File: src/hw/rtl/bnpp_pkg.sv
package bnpp_pkg;

    localparam int PATTERN_DEPTH = 32;
    localparam int PTR_W = $clog2(PATTERN_DEPTH);
    localparam int POS_W = PTR_W + 1;
    localparam int HOLD_W = 4;
    localparam int FREQ_W = 16;
    localparam int RELOAD_W = 20;
    localparam int COMPARE_W = 19;
    localparam int FACTOR_W = 17;
    localparam int PROD_W = FREQ_W + FACTOR_W;

    localparam logic [FACTOR_W-1:0] SEMI_UP_Q16 = 17'd69433;
    localparam logic [FACTOR_W-1:0] SEMI_DOWN_Q16 = 17'd61858;
    localparam logic [RELOAD_W-1:0] TIMER_CLOCK_HZ = 20'd1000000;
    localparam int DIV_STEPS = RELOAD_W;
    localparam int DIV_CNT_W = $clog2(DIV_STEPS);

    localparam logic [FREQ_W-1:0] FREQ_RESET = 16'd3000;
    localparam logic [RELOAD_W-1:0] RELOAD_RESET = 20'd332;
    localparam logic [COMPARE_W-1:0] COMPARE_RESET = 19'd166;
    localparam logic [HOLD_W-1:0] HOLD_RESET = 4'd1;

    localparam logic [7:0] CHAR_END = 8'h00;
    localparam logic [7:0] CHAR_FLAT = "b";
    localparam logic [7:0] CHAR_SHARP = "#";

    typedef enum logic [3:0] {
        ST_IDLE,
        ST_LOAD,
        ST_TICK,
        ST_CHECK,
        ST_DECODE,
        ST_MOD_WAIT,
        ST_MOD_CHECK,
        ST_SCALE,
        ST_AGAIN,
        ST_DIV,
        ST_DIV_END,
        ST_DONE
    } state_t;

    typedef struct packed {
        logic capture;
        logic do_load;
        logic hold_dec;
        logic stop;
        logic decode;
        logic mod_mult;
        logic scale_apply;
        logic silence;
        logic div_init;
        logic div_step;
        logic div_end;
    } cmd_t;

    typedef struct packed {
        logic playing;
        logic hold_nz;
        logic at_end;
        logic mod_hit;
        logic again;
        logic freq_nz;
        logic div_last;
    } status_t;

    function automatic logic [HOLD_W-1:0] digit_hold(input logic [7:0] ch);
        logic [HOLD_W-1:0] h;
        unique case (ch)
            "1": h = 4'd1;
            "2": h = 4'd2;
            "4": h = 4'd4;
            "8": h = 4'd8;
            default: h = '0;
        endcase
        return h;
    endfunction

    function automatic logic [FREQ_W-1:0] note_freq(input logic [7:0] ch);
        logic [FREQ_W-1:0] f;
        unique case (ch)
            "A": f = 16'd1760;
            "B": f = 16'd1976;
            "C": f = 16'd1046;
            "D": f = 16'd1175;
            "E": f = 16'd1319;
            "F": f = 16'd1397;
            "G": f = 16'd1568;
            "X": f = 16'd3000;
            "M": f = 16'd2850;
            "L": f = 16'd2700;
            default: f = '0;
        endcase
        return f;
    endfunction

endpackage

File: src/hw/rtl/buzzer_note_pattern_player.sv
// Buzzer note pattern player.
// Commands arrive on start with opcode, pattern_char and last_char; a transfer
// happens at a rising edge with start high and busy low. Opcode 0 stores one
// pattern character, and last_char commits the pattern and starts playback if it
// is not empty. Opcode 1 is a playback tick that walks the stored pattern.
// Every command produces one result, shown for one cycle with done high:
// tone_on, note_hz, reload_value, compare_value and busy_res. The values stay
// on the ports while the block is idle.
// A load goes from its transfer through a load state to its result, and busy
// drops after the result. An idle tick or one that only counts down a hold
// goes through a tick state instead. A tick that steps the pattern walks each
// character through check, decode and modifier states, adds a scale step when
// a flat or sharp follows it and a final check when it runs into the end of
// the pattern. When a note sounds, the restoring divider finds the timer period
// and the timer values are loaded. One command is in flight at a time.
// Reset clears the pattern length, stops playback and loads 3000 Hz with a
// reload of 332 and a compare of 166; the store contents stay undefined.
// The receiver cannot stall: a result is taken in its done cycle.
module buzzer_note_pattern_player (
    input  logic                                clk,
    input  logic                                rst_n,
    input  logic                                start,
    output logic                                busy,
    input  logic                                opcode,
    input  logic [7:0]                          pattern_char,
    input  logic                                last_char,
    output logic                                done,
    output logic                                tone_on,
    output logic [bnpp_pkg::FREQ_W-1:0]         note_hz,
    output logic [bnpp_pkg::RELOAD_W-1:0]       reload_value,
    output logic [bnpp_pkg::COMPARE_W-1:0]      compare_value,
    output logic                                busy_res
);

    bnpp_pkg::cmd_t    cmd;
    bnpp_pkg::status_t status;

    bnpp_ctrl u_ctrl (
        .clk    (clk),
        .rst_n  (rst_n),
        .start  (start),
        .opcode (opcode),
        .status (status),
        .cmd    (cmd),
        .busy   (busy),
        .done   (done)
    );

    bnpp_datapath u_datapath (
        .clk           (clk),
        .rst_n         (rst_n),
        .cmd           (cmd),
        .pattern_char  (pattern_char),
        .last_char     (last_char),
        .status        (status),
        .tone_on       (tone_on),
        .note_hz       (note_hz),
        .reload_value  (reload_value),
        .compare_value (compare_value),
        .busy_res      (busy_res)
    );

endmodule

File: src/hw/rtl/bnpp_ctrl.sv
module bnpp_ctrl (
    input  logic              clk,
    input  logic              rst_n,
    input  logic              start,
    input  logic              opcode,
    input  bnpp_pkg::status_t status,
    output bnpp_pkg::cmd_t    cmd,
    output logic              busy,
    output logic              done
);

    bnpp_pkg::state_t state_reg;
    bnpp_pkg::state_t state_next;

    always_ff @(posedge clk or negedge rst_n)
    begin
        if (!rst_n)
        begin
            state_reg <= bnpp_pkg::ST_IDLE;
        end
        else
        begin
            state_reg <= state_next;
        end
    end

    always_comb
    begin
        state_next = state_reg;
        unique case (state_reg)
            bnpp_pkg::ST_IDLE:
            begin
                if (start)
                begin
                    state_next = opcode ? bnpp_pkg::ST_TICK : bnpp_pkg::ST_LOAD;
                end
            end
            bnpp_pkg::ST_LOAD:
            begin
                state_next = bnpp_pkg::ST_DONE;
            end
            bnpp_pkg::ST_TICK:
            begin
                if (!status.playing || status.hold_nz)
                begin
                    state_next = bnpp_pkg::ST_DONE;
                end
                else
                begin
                    state_next = bnpp_pkg::ST_CHECK;
                end
            end
            bnpp_pkg::ST_CHECK:
            begin
                state_next = status.at_end ? bnpp_pkg::ST_DONE : bnpp_pkg::ST_DECODE;
            end
            bnpp_pkg::ST_DECODE:
            begin
                state_next = bnpp_pkg::ST_MOD_WAIT;
            end
            bnpp_pkg::ST_MOD_WAIT:
            begin
                state_next = bnpp_pkg::ST_MOD_CHECK;
            end
            bnpp_pkg::ST_MOD_CHECK:
            begin
                state_next = status.mod_hit ? bnpp_pkg::ST_SCALE : bnpp_pkg::ST_AGAIN;
            end
            bnpp_pkg::ST_SCALE:
            begin
                state_next = bnpp_pkg::ST_AGAIN;
            end
            bnpp_pkg::ST_AGAIN:
            begin
                priority if (status.again)
                begin
                    state_next = bnpp_pkg::ST_CHECK;
                end
                else if (status.freq_nz)
                begin
                    state_next = bnpp_pkg::ST_DIV;
                end
                else
                begin
                    state_next = bnpp_pkg::ST_DONE;
                end
            end
            bnpp_pkg::ST_DIV:
            begin
                if (status.div_last)
                begin
                    state_next = bnpp_pkg::ST_DIV_END;
                end
            end
            bnpp_pkg::ST_DIV_END:
            begin
                state_next = bnpp_pkg::ST_DONE;
            end
            bnpp_pkg::ST_DONE:
            begin
                state_next = bnpp_pkg::ST_IDLE;
            end
            default:
            begin
                state_next = bnpp_pkg::ST_IDLE;
            end
        endcase
    end

    always_comb
    begin
        cmd = '0;
        busy = 1'b1;
        done = 1'b0;
        unique case (state_reg)
            bnpp_pkg::ST_IDLE:
            begin
                busy = 1'b0;
                cmd.capture = start;
            end
            bnpp_pkg::ST_LOAD:
            begin
                cmd.do_load = 1'b1;
            end
            bnpp_pkg::ST_TICK:
            begin
                cmd.hold_dec = status.playing && status.hold_nz;
            end
            bnpp_pkg::ST_CHECK:
            begin
                cmd.stop = status.at_end;
            end
            bnpp_pkg::ST_DECODE:
            begin
                cmd.decode = 1'b1;
            end
            bnpp_pkg::ST_MOD_WAIT:
            begin
            end
            bnpp_pkg::ST_MOD_CHECK:
            begin
                cmd.mod_mult = status.mod_hit;
            end
            bnpp_pkg::ST_SCALE:
            begin
                cmd.scale_apply = 1'b1;
            end
            bnpp_pkg::ST_AGAIN:
            begin
                cmd.div_init = !status.again && status.freq_nz;
                cmd.silence = !status.again && !status.freq_nz;
            end
            bnpp_pkg::ST_DIV:
            begin
                cmd.div_step = 1'b1;
            end
            bnpp_pkg::ST_DIV_END:
            begin
                cmd.div_end = 1'b1;
            end
            bnpp_pkg::ST_DONE:
            begin
                done = 1'b1;
            end
            default:
            begin
                busy = 1'b1;
            end
        endcase
    end

endmodule

File: src/hw/rtl/bnpp_datapath.sv
module bnpp_datapath (
    input  logic                                clk,
    input  logic                                rst_n,
    input  bnpp_pkg::cmd_t                      cmd,
    input  logic [7:0]                          pattern_char,
    input  logic                                last_char,
    output bnpp_pkg::status_t                   status,
    output logic                                tone_on,
    output logic [bnpp_pkg::FREQ_W-1:0]         note_hz,
    output logic [bnpp_pkg::RELOAD_W-1:0]       reload_value,
    output logic [bnpp_pkg::COMPARE_W-1:0]      compare_value,
    output logic                                busy_res
);

    logic [7:0] pattern_store [bnpp_pkg::PATTERN_DEPTH];
    logic [7:0] rd_data_reg;

    logic [7:0] char_reg;
    logic [7:0] char_next;
    logic       last_reg;
    logic       last_next;
    logic [bnpp_pkg::PROD_W-1:0] prod_reg;
    logic [bnpp_pkg::PROD_W-1:0] prod_next;
    logic [bnpp_pkg::RELOAD_W-1:0] quo_reg;
    logic [bnpp_pkg::RELOAD_W-1:0] quo_next;
    logic [bnpp_pkg::FREQ_W-1:0] rem_reg;
    logic [bnpp_pkg::FREQ_W-1:0] rem_next;

    logic [bnpp_pkg::PTR_W-1:0] length_reg;
    logic [bnpp_pkg::PTR_W-1:0] length_next;
    logic [bnpp_pkg::PTR_W-1:0] load_idx_reg;
    logic [bnpp_pkg::PTR_W-1:0] load_idx_next;
    logic                       load_ended_reg;
    logic                       load_ended_next;
    logic [bnpp_pkg::POS_W-1:0] pos_reg;
    logic [bnpp_pkg::POS_W-1:0] pos_next;
    logic [bnpp_pkg::HOLD_W-1:0] hold_reg;
    logic [bnpp_pkg::HOLD_W-1:0] hold_next;
    logic [bnpp_pkg::HOLD_W-1:0] last_hold_reg;
    logic [bnpp_pkg::HOLD_W-1:0] last_hold_next;
    logic [bnpp_pkg::FREQ_W-1:0] freq_reg;
    logic [bnpp_pkg::FREQ_W-1:0] freq_next;
    logic                        playing_reg;
    logic                        playing_next;
    logic                        tone_reg;
    logic                        tone_next;
    logic [bnpp_pkg::RELOAD_W-1:0] reload_reg;
    logic [bnpp_pkg::RELOAD_W-1:0] reload_next;
    logic [bnpp_pkg::COMPARE_W-1:0] compare_reg;
    logic [bnpp_pkg::COMPARE_W-1:0] compare_next;
    logic                        again_reg;
    logic                        again_next;
    logic [bnpp_pkg::DIV_CNT_W-1:0] div_cnt_reg;
    logic [bnpp_pkg::DIV_CNT_W-1:0] div_cnt_next;

    logic                       wr_en;
    logic [bnpp_pkg::PTR_W-1:0] idx_after_load;
    logic [bnpp_pkg::HOLD_W-1:0] digit;
    logic [bnpp_pkg::HOLD_W-1:0] hold_value;
    logic [bnpp_pkg::FREQ_W:0]   rem_shift;
    logic                        div_ge;
    logic [bnpp_pkg::FREQ_W:0]   scaled;

    always_ff @(posedge clk)
    begin
        if (wr_en)
        begin
            pattern_store[load_idx_reg] <= char_reg;
        end
        rd_data_reg <= pattern_store[pos_reg[bnpp_pkg::PTR_W-1:0]];
    end

    always_ff @(posedge clk)
    begin
        char_reg <= char_next;
        last_reg <= last_next;
        prod_reg <= prod_next;
        quo_reg <= quo_next;
        rem_reg <= rem_next;
    end

    always_ff @(posedge clk or negedge rst_n)
    begin
        if (!rst_n)
        begin
            length_reg <= '0;
            load_idx_reg <= '0;
            load_ended_reg <= 1'b0;
            pos_reg <= bnpp_pkg::POS_W'(bnpp_pkg::PATTERN_DEPTH);
            hold_reg <= '0;
            last_hold_reg <= bnpp_pkg::HOLD_RESET;
            freq_reg <= bnpp_pkg::FREQ_RESET;
            playing_reg <= 1'b0;
            tone_reg <= 1'b0;
            reload_reg <= bnpp_pkg::RELOAD_RESET;
            compare_reg <= bnpp_pkg::COMPARE_RESET;
            again_reg <= 1'b0;
            div_cnt_reg <= '0;
        end
        else
        begin
            length_reg <= length_next;
            load_idx_reg <= load_idx_next;
            load_ended_reg <= load_ended_next;
            pos_reg <= pos_next;
            hold_reg <= hold_next;
            last_hold_reg <= last_hold_next;
            freq_reg <= freq_next;
            playing_reg <= playing_next;
            tone_reg <= tone_next;
            reload_reg <= reload_next;
            compare_reg <= compare_next;
            again_reg <= again_next;
            div_cnt_reg <= div_cnt_next;
        end
    end

    assign digit = bnpp_pkg::digit_hold(rd_data_reg);
    assign hold_value = (digit != '0) ? digit : last_hold_reg;
    assign rem_shift = {rem_reg, quo_reg[bnpp_pkg::RELOAD_W-1]};
    assign div_ge = rem_shift >= {1'b0, freq_reg};
    assign scaled = prod_reg[bnpp_pkg::PROD_W-1:bnpp_pkg::FREQ_W];

    always_comb
    begin
        char_next = char_reg;
        last_next = last_reg;
        prod_next = prod_reg;
        quo_next = quo_reg;
        rem_next = rem_reg;
        length_next = length_reg;
        load_idx_next = load_idx_reg;
        load_ended_next = load_ended_reg;
        pos_next = pos_reg;
        hold_next = hold_reg;
        last_hold_next = last_hold_reg;
        freq_next = freq_reg;
        playing_next = playing_reg;
        tone_next = tone_reg;
        reload_next = reload_reg;
        compare_next = compare_reg;
        again_next = again_reg;
        div_cnt_next = div_cnt_reg;
        wr_en = 1'b0;
        idx_after_load = load_idx_reg;

        if (cmd.capture)
        begin
            char_next = pattern_char;
            last_next = last_char;
        end

        if (cmd.do_load)
        begin
            if (!load_ended_reg
                && (load_idx_reg != bnpp_pkg::PTR_W'(bnpp_pkg::PATTERN_DEPTH - 1)))
            begin
                if (char_reg == bnpp_pkg::CHAR_END)
                begin
                    load_ended_next = 1'b1;
                end
                else
                begin
                    wr_en = 1'b1;
                    idx_after_load = load_idx_reg + 1'b1;
                    load_idx_next = idx_after_load;
                end
            end
            if (last_reg)
            begin
                length_next = idx_after_load;
                load_idx_next = '0;
                load_ended_next = 1'b0;
                if (idx_after_load != '0)
                begin
                    pos_next = '0;
                    hold_next = '0;
                    playing_next = 1'b1;
                end
            end
        end

        if (cmd.hold_dec)
        begin
            hold_next = hold_reg - 1'b1;
        end

        if (cmd.stop)
        begin
            tone_next = 1'b0;
            playing_next = 1'b0;
        end

        if (cmd.decode)
        begin
            pos_next = pos_reg + 1'b1;
            hold_next = hold_value;
            last_hold_next = hold_value;
            again_next = digit != '0;
            if (digit == '0)
            begin
                freq_next = bnpp_pkg::note_freq(rd_data_reg);
            end
        end

        if (cmd.mod_mult)
        begin
            pos_next = pos_reg + 1'b1;
            prod_next = freq_reg * ((rd_data_reg == bnpp_pkg::CHAR_FLAT)
                                    ? bnpp_pkg::SEMI_DOWN_Q16 : bnpp_pkg::SEMI_UP_Q16);
        end

        if (cmd.scale_apply)
        begin
            freq_next = scaled[bnpp_pkg::FREQ_W] ? '1 : scaled[bnpp_pkg::FREQ_W-1:0];
        end

        if (cmd.silence)
        begin
            tone_next = 1'b0;
        end

        if (cmd.div_init)
        begin
            quo_next = bnpp_pkg::TIMER_CLOCK_HZ;
            rem_next = '0;
            div_cnt_next = '0;
        end

        if (cmd.div_step)
        begin
            rem_next = div_ge ? bnpp_pkg::FREQ_W'(rem_shift - {1'b0, freq_reg})
                              : rem_shift[bnpp_pkg::FREQ_W-1:0];
            quo_next = {quo_reg[bnpp_pkg::RELOAD_W-2:0], div_ge};
            div_cnt_next = div_cnt_reg + 1'b1;
        end

        if (cmd.div_end)
        begin
            reload_next = quo_reg - 1'b1;
            compare_next = quo_reg[bnpp_pkg::RELOAD_W-1:1];
            tone_next = 1'b1;
        end
    end

    assign status.playing = playing_reg;
    assign status.hold_nz = hold_reg != '0;
    assign status.at_end = pos_reg >= {1'b0, length_reg};
    assign status.mod_hit = (pos_reg < {1'b0, length_reg})
                            && ((rd_data_reg == bnpp_pkg::CHAR_FLAT)
                                || (rd_data_reg == bnpp_pkg::CHAR_SHARP));
    assign status.again = again_reg;
    assign status.freq_nz = freq_reg != '0;
    assign status.div_last = div_cnt_reg == bnpp_pkg::DIV_CNT_W'(bnpp_pkg::DIV_STEPS - 1);

    assign tone_on = tone_reg;
    assign note_hz = freq_reg;
    assign reload_value = reload_reg;
    assign compare_value = compare_reg;
    assign busy_res = playing_reg;

endmodule

File: config.mk
export PLATFORM = sky130hd
export DESIGN_NAME = buzzer_note_pattern_player
export DESIGN_NICKNAME = d
export VERILOG_FILES = /design/src/hw/rtl/bnpp_pkg.sv /design/src/hw/rtl/buzzer_note_pattern_player.sv /design/src/hw/rtl/bnpp_ctrl.sv /design/src/hw/rtl/bnpp_datapath.sv
export SDC_FILE = /design/constraint.sdc
export NUM_CORES = 1
export LEC_CHECK = 0
export BUFFER_PORTS_ARGS = -buffer_cell sky130_fd_sc_hd__buf_4
export CORE_MARGIN = 3
export CORE_UTILIZATION = 65
export DETAILED_ROUTE_END_ITERATION = 6
export PLACE_DENSITY = 0.84
export SYNTH_ARGS = -nofsm -noshare
export SYNTH_HDL_FRONTEND = slang
export SYNTH_HIERARCHICAL = 1
export SYNTH_SLANG_ARGS = --single-unit
File: constraint.sdc
create_clock -name clk -period 11.22 [get_ports clk]
set_input_delay 1.683 -clock clk [delete_from_list [all_inputs] [get_ports clk]]
set_output_delay 1.683 -clock clk [all_outputs]
set_load 0.005 [all_outputs]
* Word-level counts from Yosys, hierarchy flattened
Memories as Yosys holds them, arrays and structs flattened. A register that Yosys moved wholly into a read port is not among the register bits. Cells that the tools add are included. W data, S select, Z words.
Cells by class: $add $sub $neg 6, multiply operators 1, divide/modulo/power cells 0, magnitude comparators 3, equal/unequal tests 31, shifts and indexed selects 0, muxes and demuxes 65, bitwise logic cells 0, reductions and logical operators 41
Operators with widths (count):
- $pmux W12 S10 | 1
- $mux W16 | 7
- $eq A8 B7 Y1 const B | 11
- $mux W4 | 12
- $eq A8 B6 Y1 const B | 5
- $mux W20 | 2
- $pmux W4 S10 | 1
- $mul A16 B33 Y33 | 1
- $mux W5 | 6
- $mux W6 | 5
- $mux W1 | 26
- $reduce_bool A3 Y1 | 7
- $sub A20 B1 Y20 const B | 1
- $ge A17 B16 Y1 | 1
- $mux W17 | 1
- $eq A4 B3 Y1 const B | 4
- $eq A4 B4 Y1 const B | 4
- $pmux W4 S4 | 1
- $reduce_bool A16 Y1 | 1
- $reduce_bool A2 Y1 | 8
- $sub A16 B16 Y16 | 1
- $reduce_and A3 Y1 | 4
- $add A5 B1 Y5 const B | 2
- $eq A4 B2 Y1 const B | 2
- other kinds (18) | 33
Storage, ports and cells: register bits after elaboration 170, latch bits 0, memory bits (writable) 256, memory bits (read-only) 0, bits of input ports 13, output and inout port bits 59, word-level logic and storage cells 167, memories kept 1
Memories:
- u_datapath.pattern_store | words 32, width 8, read ports 1, clocked after Yosys merged registers in 1, wr ports 1, line bnpp_datapath.sv:15 | logic [7:0] pattern_store [bnpp_pkg::PATTERN_DEPTH];

* Depth between registers and ports, before layout
depth in word-level cells 10, mapped depth 27, gate-level depth less buffers 25

* Modules after synthesis
The synthesis kept the hierarchy.
By module, submodules not included:
- bnpp_datapath | times used 1, cells an instance 1924, area an instance 24696.2 sq um, seq. area each 11932.7 sq um
- bnpp_ctrl | times used 1, cells an instance 65, area an instance 474.2 sq um, seq. area each 100.1 sq um

* Least setup slack after synthesis
No wires, ideal clock.
path type register to register, start point register u_datapath.rd_data_reg[3] (read register of u_datapath.pattern_store), end point register u_datapath/prod_reg[26] in the netlist's numbering, data pin, library setup time 0.265 ns, arrival time 6.586 ns, data required time 10.955 ns, slack 4.369 ns, cell stages (with the launch flop) 25, path buffers 3, period minus slack after synthesis 6.851 ns, cells stage by stage dfxtp_1 -> buf_2 -> nor2_2 -> nand4b_1 -> nor3b_1 -> buf_2 -> buf_2 -> nand2_1 -> fa_1 -> fa_1 -> inv_1 -> fa_1 -> fa_1 -> fa_1 -> inv_1 -> fa_1 -> inv_1 -> ha_1 -> nand4_1 -> or2_2 -> a211o_1 -> o211ai_1 -> a21oi_1 -> o21ai_0 -> xor2_1
On the way: word-level cells in the longest chain between the ends 3
Ends and longest elaborated chain:
- start, declared | line bnpp_datapath.sv:16 | logic [7:0] rd_data_reg;
- $eq A8 B7 Y1 | line bnpp_datapath.sv:209 | prod_next = freq_reg * ((rd_data_reg == bnpp_pkg::CHAR_FLAT)
- $mux W17 | line bnpp_datapath.sv:210 | ? bnpp_pkg::SEMI_DOWN_Q16 : bnpp_pkg::SEMI_UP_Q16);
- $mul A16 B33 Y33 | line bnpp_datapath.sv:209
- end signal, assigned | line bnpp_datapath.sv:77 | prod_reg <= prod_next;
- end, declared | line bnpp_datapath.sv:22 | logic [bnpp_pkg::PROD_W-1:0] prod_reg;
Every way passes these cells. A chain may end at the register's enable or synchronous reset.

* Worst setup path after layout
start point register u_datapath.rd_data_reg[1] (read register of u_datapath.pattern_store), end point register u_datapath/prod_reg[32] in the netlist's numbering, data pin
The elaborated chain is that of the path after synthesis.

==> flow_summary.ini <==
[finish]
antenna_cells = 0
seqCellArea_sq_mm = 0.0120
largest_reg_flops = 256
fill_cells = 2392
multi_input_area_sq_mm = 0.0118
nets = 2384
drive_gt1_frac = 0.145
area_delta_synth_final_pct = 9.36

[grt]
grt_pass1_vias = 17000
grt_first_pass_wirelength_um = 93800
track_usage = 0.294
grt_max_degree = 69
grt-ovfl-total = 0
antenna_found_initial = 1

[cts]
ctsHtreeMaxLevel = 2
insertion_delay_ns = 0.57
numCtsBuffers = 40
cts_sinks = 418
clk_path_buf_depth = 3
hold_buffers = 0
cts_tree = done
cts.clk_slew.worst_paths_ns = 0.06
root_buffer = clkbuf_16
cts_setup_buffers = 0
cts_resized = 0

[worst_setup_path]
path_class = reg -> reg
crit_top_cell = fa_1
worstPathRequired_ns = 11.54
critPathMaxStageDelay_ns = 0.63
crit_path_top_delay_cell = dfxtp_1
crit_path_start = u_datapath/rd_data_reg[1]$_DFF_P_
worst_setup_path_end_kind = flip-flop
arrival_ns = 7.77
r2r-start = u_datapath/rd_data_reg[1]$_DFF_P_
crit_fanout = 24
cp_cell_sequence = nor2b_1 -> nand4b_1 -> nand3b_1 -> buf_4 -> nand2_1 -> fa_1 -> fa_1 -> inv_1 -> fa_1 -> inv_1 -> fa_1 -> inv_1 -> fa_1 -> inv_1 -> fa_1 -> inv_1 -> ha_1 -> o21a_1 -> o21ai_0 -> a2111oi_0 -> nor3_1 -> a31oi_1 -> nor4_1 -> nor2_1
start_kind = flip-flop

[routing]
drcViolationCount = 0
antenna_left = 0
post_drt_wl_per_cell_um = 22.4
first_pass_iters = 5
vias = 16100
wl_um = 58400
drt-initial-drc-count = 1450
vias_per_cell = 6.18

[synthesis]
async_flop_share = 0.220
syn-cell-area_sq_mm = 0.0252
synth_edf_count = 318
syn_area_per_cell_sq_um = 12.7
synth_area_leaders = edfxtp_1 (38%), fa_1 (12%), ha_1 (8.1%)
ys_warn_count = 6
synth.most_common_cell = edfxtp_1
synth_top_family_by_area = adder cells
synth_xor_area_frac = 0.0219
yosys-mux-area-fraction = 0.0902
yosysTopAreaCell = edfxtp_1
synth-main-ff-cell = edfxtp_1
synth_simple_gate_area_frac = 0.0905
syn-instance-count = 1989
synth_cell_types = 85
synth_compound_area_frac = 0.0645
synth_top_area_frac = 0.379
synthTopCellsByCount = edfxtp_1 (318), inv_1 (288), ha_1 (163)
yosys.area_share.adder = 0.198
ys_seq_elements = 418
yosysSeqAreaShare = 0.478

[timing]
hold_viol_final = 0
finalMaxSlewViolations = 0
timing.final.crit_share = 0.664
clock.fmax_ghz = 0.134
max_slew_margin = 0.107
rsz0062_at_grt = false
fin_tns_setup_ns = 0
tightest_slew_ns = 1.34
min_period_ns = 7.45
setup_viol = 0
skew_ns = 0.0432

[die]
dieHeight_um = 203
ioPinCount = 72
rows = 71
die_x_um = 203
die_area_sq_mm = 0.0411
initial_core_util = 0.664
core_sq_mm = 0.0379

[min_path]
worstHoldStart = u_datapath/prod_reg[24]$_DFFE_PP_
hold_class = reg -> reg

[placed_design]
io_buffers = 71
place_congestion = 0.988
dp_hpwl_um = 40100

[run_status]
status = complete, no violations

[run]
drv_cap = 0
==> cells in the final DEF (no fill, tap or decap), drive strengths merged, types with 12 or more instances in the layout <==
cell | Yosys | layout
edfxtp | 318 | 318
inv | 289 | 291
ha | 163 | 163
nor2 | 155 | 155
fa | 147 | 147
nand2 | 102 | 102
buf | 29 | 85
a21oi | 85 | 85
mux4 | 80 | 80
dfrtp | 75 | 75
o21ai | 58 | 58
xnor2 | 48 | 48
clkbuf | 43 | 48
mux2 | 31 | 31
nand2b | 30 | 30
nor3 | 28 | 28
nor2b | 27 | 27
nand3 | 20 | 20
and2 | 20 | 20
conb | 2 | 19
clkinv | 0 | 18
dfstp | 17 | 17
xor2 | 15 | 15
nor4 | 14 | 14
o21a | 13 | 13
mux2i | 12 | 12
==> cell type report <==
class                      instances  share of cell area
sequential                       418               0.437
multi-input combinational       1227               0.429
inverter                         289              0.0394
clock buffer                      48              0.0375
tap                              511              0.0232
timing repair buffer              85              0.0232
clock inverter                    26              0.0105
==> worst max-delay path: cells and delay by family, from the launching register on <==
kind | cells | cell delay, ns
AOI/OAI and AO/OA | 4 | 0.78
adders and majority gates | 7 | 3.38
buffers and inverters | 6 | 0.51
DFF | 1 | 0.63
and+or+nand+nor | 7 | 1.90
==> logic make-up after synthesis <==
logic type                 Yosys count
other                                2
and+or+nand+nor                    458
DFF                                418
AOI/OAI and AO/OA                  253
adders and majority gates          311
buffers and inverters              361
muxes                              123
xor gates and xnor gates            63
==> metrics by stage <==
stage / cells / util / area (sq um) / setup WS [ns] / hold WS (ns)
global placement: 2530 / 0.691 / 26200 / 4.01 / 0.459
finish: 2604 / 0.726 / 27500 / 3.77 / 0.485
CTS: 2604 / 0.726 / 27500 / 3.82 / 0.482
floorplan: 2006 / - / 25200 / 4.37 / 0.442
global route: 2604 / 0.726 / 27500 / 3.23 / 0.503
detailed placement: 2530 / 0.691 / 26200 / 3.88 / 0.468
==> metal layers <==
| metal | vias to the layer above | GRT usage | share of wire |
|---|---|---|---|
| li1 | 7100 | - | - |
| met5 | - | 0 | 0 |
| met1 | 8084 | 0.386 | 0.39 |
| met2 | 736 | 0.500 | 0.50 |
| met4 | 0 | 0.121 | 0.045 |
| met3 | 167 | 0.0407 | 0.066 |
==> final timing paths <==
path,slack (ns),endpoint,cells after the start
setup / recovery,3.77,u_datapath/prod_reg[32]$_DFFE_PP_,24
hold / removal,0.49,u_datapath/note_hz[8]$_DFFE_PN1P_,2
setup reg to reg,3.77,u_datapath/prod_reg[32]$_DFFE_PP_,24
hold reg to reg,0.49,u_datapath/note_hz[8]$_DFFE_PN1P_,2
max in group asynchronous,8.98,u_datapath/div_cnt_reg[0]$_DFFE_PN0P_,2
min in group asynchronous,1.12,u_datapath/note_hz[14]$_DFFE_PN0P_,1
Power is not shown: default switching activity piles up to over one toggle a cycle in this logic, so the estimate is an artifact.
